### config.mk
export PLATFORM = sky130hd
export DESIGN_NAME = kth_largest_stream_tracker
export DESIGN_NICKNAME = d
export VERILOG_FILES = /design/src/rtl/core/kls_pkg.sv /design/src/rtl/core/kth_largest_stream_tracker.sv
export SDC_FILE = /design/constraint.sdc
export NUM_CORES = 2
export LEC_CHECK = 0
export ABC_AREA = 1
export BUFFER_PORTS_ARGS = -buffer_cell sky130_fd_sc_hd__buf_2
export CAP_MARGIN = 30
export CORE_MARGIN = 2
export CORE_UTILIZATION = 50
export CTS_CLUSTER_SIZE = 12
export DETAILED_ROUTE_END_ITERATION = 16
export HOLD_SLACK_MARGIN = 0.02
export MAX_ROUTING_LAYER = met4
export PLACE_DENSITY_LB_ADDON = 0.12
export SLEW_MARGIN = 20
export SYNTH_ARGS = -nofsm -noshare
export SYNTH_HDL_FRONTEND = slang
export SYNTH_SLANG_ARGS = --single-unit
### constraint.sdc
create_clock -name clk -period 13.08 [get_ports clk]
set_input_delay 3.27 -clock clk [delete_from_list [all_inputs] [get_ports clk]]
set_output_delay 3.27 -clock clk [all_outputs]
set_load 0.05 [all_outputs]
### src/rtl/core/kls_pkg.sv
// kls_pkg: shared types and constants for the k-th largest stream tracker
// no dependencies
`timescale 1ns / 1ps

package kls_pkg;

  localparam int DATA_W = 32;
  localparam int RANK_W = 7;

  typedef enum logic [2:0] {
    ST_IDLE,
    ST_UP_RD,
    ST_UP_CMP,
    ST_DN_RDL,
    ST_DN_RDR,
    ST_DN_CMP,
    ST_PLACE,
    ST_FINISH
  } kls_state_t;

endpackage

### src/rtl/core/kth_largest_stream_tracker.sv
// kth_largest_stream_tracker: k-th largest value of a signed stream, min-heap in memory
// depends on kls_pkg
`timescale 1ns / 1ps

// One result beat per input beat: the heap root, which is the k-th largest value seen
// once k values have arrived (the smallest so far before that), plus heap_full. The heap
// lives in a single-port-write, single-port-read memory with registered read data, and
// one compare unit walks it under a small sequencer, holding the moving value in a
// register. An input that grows the heap sifts up (parent read, compare per level); an
// input that replaces the root sifts down (left child read, right child read, compare
// per level); an input not above the root is dropped. in_stall is high while an item is
// in work; a finished result waits in the output register while the next item is taken.
// rank_k of 0 acts as 1, above MAX_RANK saturates.
module kth_largest_stream_tracker
  import kls_pkg::*;
#(
  parameter int MAX_RANK = 64
) (
  input  logic                     clk,
  input  logic                     rst,
  input  logic                     cfg_write_en,
  input  logic [RANK_W-1:0]        cfg_write_data,
  input  logic                     in_valid,
  output logic                     in_stall,
  input  logic signed [DATA_W-1:0] new_value,
  output logic                     out_valid,
  input  logic                     out_stall,
  output logic signed [DATA_W-1:0] kth_value,
  output logic                     heap_full
);

  localparam int AW  = (MAX_RANK > 1) ? $clog2(MAX_RANK) : 1;
  localparam int CW  = $clog2(MAX_RANK + 1);
  localparam int CXW = AW + 2;

  kls_state_t state, state_next;

  logic [RANK_W-1:0]        rank_k;
  logic [CW-1:0]            heap_count, count_next;
  logic [CW-1:0]            k_eff;
  logic [AW-1:0]            pos, pos_next;
  logic signed [DATA_W-1:0] cur, cur_next;
  logic signed [DATA_W-1:0] left_q;
  logic signed [DATA_W-1:0] root;
  logic signed [DATA_W-1:0] rd_data;
  logic signed [DATA_W-1:0] mem [MAX_RANK];

  logic                     we, re, out_load, in_acc;
  logic [AW-1:0]            wa, ra, parent;
  logic signed [DATA_W-1:0] wd;
  logic [CXW-1:0]           l_idx, r_idx, n_x;
  logic                     has_l, has_r, take_l, take_r;
  logic signed [DATA_W-1:0] min_lv;

  assign in_acc   = in_valid && !in_stall;
  assign in_stall = (state != ST_IDLE);

  always_comb begin
    if (rank_k == '0) begin
      k_eff = CW'(1);
    end else if (32'(rank_k) > 32'(MAX_RANK)) begin
      k_eff = CW'(MAX_RANK);
    end else begin
      k_eff = CW'(rank_k);
    end
  end

  assign parent = AW'((pos - AW'(1)) >> 1);
  assign l_idx  = CXW'({pos, 1'b1});
  assign r_idx  = CXW'({pos, 1'b0}) + CXW'(2);
  assign n_x    = CXW'(heap_count);
  assign has_l  = (l_idx < n_x);
  assign has_r  = (r_idx < n_x);
  assign take_l = (left_q < cur);
  assign min_lv = take_l ? left_q : cur;
  assign take_r = has_r && (rd_data < min_lv);

  always_comb begin
    state_next = state;
    pos_next   = pos;
    cur_next   = cur;
    count_next = heap_count;
    we         = 1'b0;
    wa         = pos;
    wd         = cur;
    re         = 1'b0;
    ra         = pos;
    out_load   = 1'b0;
    unique case (state)
      ST_IDLE: begin
        if (in_acc) begin
          cur_next = new_value;
          if (heap_count < k_eff) begin
            count_next = heap_count + CW'(1);
            pos_next   = AW'(heap_count);
            state_next = (heap_count == '0) ? ST_PLACE : ST_UP_RD;
          end else if (root < new_value) begin
            pos_next   = '0;
            state_next = ST_DN_RDL;
          end else begin
            state_next = ST_FINISH;
          end
        end
      end
      ST_UP_RD: begin
        re         = 1'b1;
        ra         = parent;
        state_next = ST_UP_CMP;
      end
      ST_UP_CMP: begin
        if (cur < rd_data) begin
          we         = 1'b1;
          wd         = rd_data;
          pos_next   = parent;
          state_next = (parent == '0) ? ST_PLACE : ST_UP_RD;
        end else begin
          state_next = ST_PLACE;
        end
      end
      ST_DN_RDL: begin
        if (has_l) begin
          re         = 1'b1;
          ra         = AW'(l_idx);
          state_next = ST_DN_RDR;
        end else begin
          state_next = ST_PLACE;
        end
      end
      ST_DN_RDR: begin
        if (has_r) begin
          re = 1'b1;
          ra = AW'(r_idx);
        end
        state_next = ST_DN_CMP;
      end
      ST_DN_CMP: begin
        if (take_l || take_r) begin
          we         = 1'b1;
          wd         = take_r ? rd_data : left_q;
          pos_next   = take_r ? AW'(r_idx) : AW'(l_idx);
          state_next = ST_DN_RDL;
        end else begin
          state_next = ST_PLACE;
        end
      end
      ST_PLACE: begin
        we         = 1'b1;
        state_next = ST_FINISH;
      end
      ST_FINISH: begin
        if (!out_valid || !out_stall) begin
          out_load   = 1'b1;
          state_next = ST_IDLE;
        end
      end
      default: begin
        state_next = ST_IDLE;
      end
    endcase
  end

  // heap storage
  always_ff @(posedge clk) begin
    if (we) begin
      mem[wa] <= wd;
    end
    if (re) begin
      rd_data <= mem[ra];
    end
  end

  always_ff @(posedge clk) begin
    if (rst) begin
      state      <= ST_IDLE;
      heap_count <= '0;
      rank_k     <= RANK_W'(1);
      out_valid  <= 1'b0;
    end else begin
      state      <= state_next;
      heap_count <= count_next;
      if (cfg_write_en) begin
        rank_k <= cfg_write_data;
      end
      if (out_load) begin
        out_valid <= 1'b1;
      end else if (!out_stall) begin
        out_valid <= 1'b0;
      end
    end
  end

  always_ff @(posedge clk) begin
    pos <= pos_next;
    cur <= cur_next;
    if (state == ST_DN_RDR) begin
      left_q <= rd_data;
    end
    if (we && wa == '0) begin
      root <= wd;
    end
    if (out_load) begin
      kth_value <= root;
      heap_full <= (heap_count >= k_eff);
    end
  end

  // checks
  assert property (@(posedge clk) disable iff (rst)
    heap_count <= CW'(MAX_RANK))
    else $error("heap count beyond capacity");

  assert property (@(posedge clk) disable iff (rst)
    in_acc |=> (state != ST_IDLE))
    else $error("accepted beat not taken into work");

  assert property (@(posedge clk) disable iff (rst)
    (heap_count != $past(heap_count)) |-> $past(in_acc || rst))
    else $error("heap count changed without an input beat");

  assert property (@(posedge clk) disable iff (rst)
    we |-> (CW'(wa) < heap_count))
    else $error("write outside the live heap");

  assert property (@(posedge clk) disable iff (rst)
    out_load |=> (out_valid && state == ST_IDLE))
    else $error("result load lost");

endmodule

; Yosys cells after proc, flatten, opt, wreduce, memory -nomap -nowiden
; Memories as Yosys holds them, arrays and structs flattened. A register that Yosys moved wholly into a read port is not among the register bits.
; Cells that the tools add are included.
; W data, S select, Z words.
[op_classes]
addsub = 3
magnitude_cmp = 9
eq_ne = 13
mux = 39
n_reduce_logical = 19
[op_table]
columns = cell, count
row1 = $lt A32 B32 Y1, 4
row2 = $mux W32, 4
row3 = $pmux W32 S2, 1
row4 = $mux W6, 8
row5 = $pmux W6 S3, 2
row6 = $mux W3, 8
row7 = $pmux W3 S8, 1
row8 = $logic_not A7 Y1, 2
row9 = $lt A7 B7 Y1, 2
row10 = $mux W7, 2
row11 = $eq A3 B3 Y1 const B, 4
row12 = $logic_not A6 Y1, 2
row13 = $mux W1, 10
row14 = $add A7 B2 Y8 const B, 1
row15 = $lt A8 B7 Y1, 1
row16 = $ne A2 B2 Y1 const B, 4
row17 = $add A7 B1 Y7 const B, 1
row18 = $ge A7 B7 Y1, 1
row19 = $gt A7 B7 Y1 const B, 1
row20 = $eq A3 B2 Y1 const B, 2
row21 = $pmux W1 S3, 2
row22 = $reduce_bool A3 Y1, 2
row23 = $sub A6 B1 Y6 const B, 1
row24 = $reduce_and A5 Y1, 1
row25 = other kinds (10), 16
[totals]
reg_bits = 153
mem_bits_rw = 2048
input_bits = 44
output_inout_bits = 35
elab_cells = 94
n_memories = 1
[mem_list]
columns = memory, depth, word_bits, read_ports, rd_clocked_by_memory_dff, wr, line
row1 = mem, 64, 32, 1, 1, 1, kth_largest_stream_tracker.sv:46  ; logic signed [DATA_W-1:0] mem [MAX_RANK];

; Longest topological paths before layout
[logic_depth]
word_depth = 9
depth_mapped = 35
mapped_depth_nobuf = 34

; Worst setup path before layout
; No wires, ideal clock.
[synth_path]
path_type = in2reg
from = input in_valid
to = register heap_count[6]
setup_time_ns = 0.119
arrival_time_ns = 5.652
t_required_ns = 12.961
setup_slack_ns = 7.309
stages = 9
n_path_buf = 0
path_cell_list = inv_1 nor2_1 nand2_1 inv_1 nand2_1 nor2_1 nand4_1 o21ai_0 a21oi_1
[synth_between]
elab_chain_cells = 2
[synth_rtl]
columns = item, line
row1 = "start, declared", kth_largest_stream_tracker.sv:23  ; input logic in_valid,
row2 = $logic_and A1 B1 Y1, kth_largest_stream_tracker.sv:55  ; assign in_acc = in_valid && !in_stall;
row3 = $reduce_and A3 Y1 (no line), -
row4 = "end signal, assigned", kth_largest_stream_tracker.sv:180  ; heap_count <= count_next;
row5 = "end, declared", kth_largest_stream_tracker.sv:39  ; logic [CW-1:0] heap_count, count_next;
; Every way passes these cells.
; A chain may end at the register's enable or synchronous reset.

; Worst setup path after layout
[layout_path]
from = register pos[2]
to = register rd_data[13] (read register of mem), data pin
[layout_between]
elab_chain_cells = 4
elab_cells_between_ends = 10
cone_classes = 2 x add/sub / 2 x order compare / 6 x mux
[layout_rtl]
columns = item, line
row1 = "start, declared", kth_largest_stream_tracker.sv:41  ; logic [AW-1:0] pos, pos_next;
row2 = "start signal, assigned", kth_largest_stream_tracker.sv:193  ; pos <= pos_next;
row3 = $add A7 B2 Y8, kth_largest_stream_tracker.sv:70  ; assign r_idx = CXW'({pos, 1'b0}) + CXW'(2);
row4 = $lt A8 B7 Y1, kth_largest_stream_tracker.sv:73  ; assign has_r = (r_idx < n_x);
row5 = $mux W1, kth_largest_stream_tracker.sv:130  ; if (has_r) begin
row6 = $pmux W1 S3 *, kth_largest_stream_tracker.sv:89  ; unique case (state)
row7 = named net re, kth_largest_stream_tracker.sv:48  ; logic we, re, out_load, in_acc;
row8 = "end, declared", kth_largest_stream_tracker.sv:45  ; logic signed [DATA_W-1:0] rd_data;
; Mark *: on every way through the listed nets, which the timed path passes. The rest lies on a longest branch.

==> results by group <==
Worst setup path
  – Max stage delay cell, worst path: buf_4
  – Arr. time, crit path: 8250 ps
  – CP max FO: 73
  – CP max stage delay: 800 ps
  – CP most frequent cell: buf_4
  – Critical Path RT: 13810 ps
  – Type of the worst setup path: reg -> reg
  – CP startpoint kind: register
  – Worst setup EP type: register

Die
  – FP Rows: 160
  – Core outline area: 190600 um2
  – Starting Density: 0.5040
  – Die Y: 442.3 um
  – Top Ports: 79
  – Die ar.: 195600 um2
  – Die Width: 442.3 um

Yosys
  – Yosys reg bits: 2233
  – Async SR Flop Fraction: 0
  – Register area share after synthesis: 0.6962
  – Post-Syn Area: 96060 um2
  – Post-synth EDFFs: 2215
  – Ys Warns: 0
  – Yosys cell types: 52
  – Cells after Synth: 7852
  – Synthesized area per cell: 12.23 um2
  – Most used DFF post-synth: edfxtp_1
  – Synthesized Nets: 8044

Timing
  – TNS Setup: 0 ps
  – Minimum clock period: 7516 ps
  – RSZ-0062 raised after global routing: no
  – Clock Skew: 40.13 ps
  – Fmax: 133.0 MHz
  – Final worst-path cycle share: 0.5747
  – Final setup violation count: 0
  – Hold Fails Final Rpt: 0
  – Slew HR: 0.2479
  – Worst Max-Slew Pin Slew: 1128 ps
  – Slew Limit Fails: 0

Global route
  – Largest net degree at the start of global routing: 239
  – Vias in the first global route: 56290
  – GRT Total Usage: 0.2900
  – Remaining global-route overflow: 0
  – Antenna violations before repair: 16
  – First-pass GRT wire length: 401.9 mm

Worst hold path
  – Worst hold path class: reg -> reg

Clock network
  – Hold_buf cts: 0
  – Reg clk slew, reported paths: 60 ps
  – Post-CTS resize count: 0
  – CTS tree: yes
  – Clk sinks: 2233
  – Root Buffer: clkbuf_16
  – Worst skew pair latency: 880 ps
  – Post-CTS setup buffers: 0
  – Max Root-Sink Buffers: 3
  – CTS Buf Count: 229
  – Depth of the CTS H-tree: 4

Cells and area
  – Layout cells sized above 1: 0.08560
  – Final std cells w/o fill: 10560
  – Most frequent cells in the layout: edfxtp_1, nand2_1, inv_1, o211ai_1, nand3_1
  – Final net count: 8054
  – FILL cells: 15580
  – Synth-to-Final Area Change: 11.88%
  – Commonest non-fill, non-tap cell in the layout: edfxtp_1

Route
  – Final WL: 278.6 mm
  – Vias: 61470
  – Initial DRC Count: 7259
  – Routed len/inst: 26.40 um
  – Final ANT Viol Nets: 0
  – Routed vias/inst: 5.824
  – Drt drc: 0
  – 1st-pass router iterations: 6

Placed design
  – Final GP Congestion: 0.8952
  – Placed Cells incl. Taps: 10140
  – Detail Placement HPWL: 169.9 mm
  – Port buffer count: 78

Run status
  – Outcome: complete, no violations

Job
  – Max cap viols: 0
## registers in the layout, summed over array words and instances (netlist names)
register and cells:
heap_count 7, mem 2048, left_q 32, kth_value 32, out_valid 1, rank_k 7, cur 32, root 32
heap_full 1, state 3, rd_data 32, pos 6
## worst paths after layout
path / slack, ps / depth (start not counted) / from / to
setup reg to reg: 5560 / 25 / pos[2] / rd_data[13]
hold / removal: 450 / 0 / root[18] / kth_value[18]
setup / recovery: 5560 / 25 / pos[2] / rd_data[13]
hold reg to reg: 450 / 0 / root[18] / kth_value[18]
## routing by layer
layer,routed length (um),track usage
met1,118700,0.4103
met2,125000,0.4243
met3,25220,0.05503
met4,9623,0.09480
met5,0,-
## critical path: cells and delay by family, from the launching register on
| family | cells | cell delay, ps |
|---|---|---|
| simple gates | 12 | 2270 |
| fa+ha+maj | 1 | 280 |
| buf+inv | 7 | 3280 |
| compound gates | 4 | 490 |
| xor+xnor | 1 | 180 |
| flops | 1 | 700 |
## metrics by stage
stage / instance area (um2) / setup slack (ps) / util / hold WS (ps)
after floorplan: 96060 / 7309 / - / 426.4
after global placement: 98550 / 5706 / 0.5171 / 444.5
after detailed placement: 100500 / 5747 / 0.5274 / 440.0
after CTS: 107300 / 5707 / 0.5632 / 454.1
after global routing: 107500 / 5262 / 0.5638 / 458.4
final: 107500 / 5564 / 0.5639 / 452.8
## layout make-up
type | instances | area [um2] | area share
clock buffer | 297 | 6027 | 0.05608
tap | 2511 | 3142 | 0.02923
multi-input combinational | 3944 | 22810 | 0.2123
sequential | 2233 | 66870 | 0.6223
timing repair buffer | 253 | 3278 | 0.03050
antenna | 7 | 17.52 | 0.0001630
clock inverter | 109 | 780.7 | 0.007265
inverter | 1201 | 4537 | 0.04222
## cell usage after synthesis (all sizes together) (3+ instances only)
cell | number | area, um2
o21a | 5 | 37.54
nor4 | 3 | 18.77
ha | 148 | 1852
clkbuf | 89 | 336.6
nand3 | 1013 | 5075
inv | 1199 | 4503
a21oi | 119 | 595.6
nand2 | 1268 | 4841
o22ai | 3 | 18.77
buf | 385 | 2275
a22oi | 36 | 275.3
a211oi | 6 | 45.04
a221oi | 3 | 26.28
nand4 | 17 | 106.4
a31oi | 6 | 37.54
o211ai | 1024 | 7692
o21ai | 119 | 614.3
nor3 | 12 | 65.06
xor2 | 7 | 61.31
dfxtp | 18 | 360.4
nor2 | 135 | 534.3
o221ai | 6 | 52.55
or2 | 4 | 25.02
edfxtp | 2215 | 66510
## logic make-up after synthesis
logic type	Yosys count	share of synthesized area
flops	2233	0.6962
buf+inv	1675	0.07414
fa+ha+maj	148	0.01928
simple gates	2455	0.1112
xor+xnor	7	0.0006383
compound gates	1334	0.09851
Power is not shown: default switching activity piles up to over one toggle a cycle in this logic, so the estimate is an artifact.
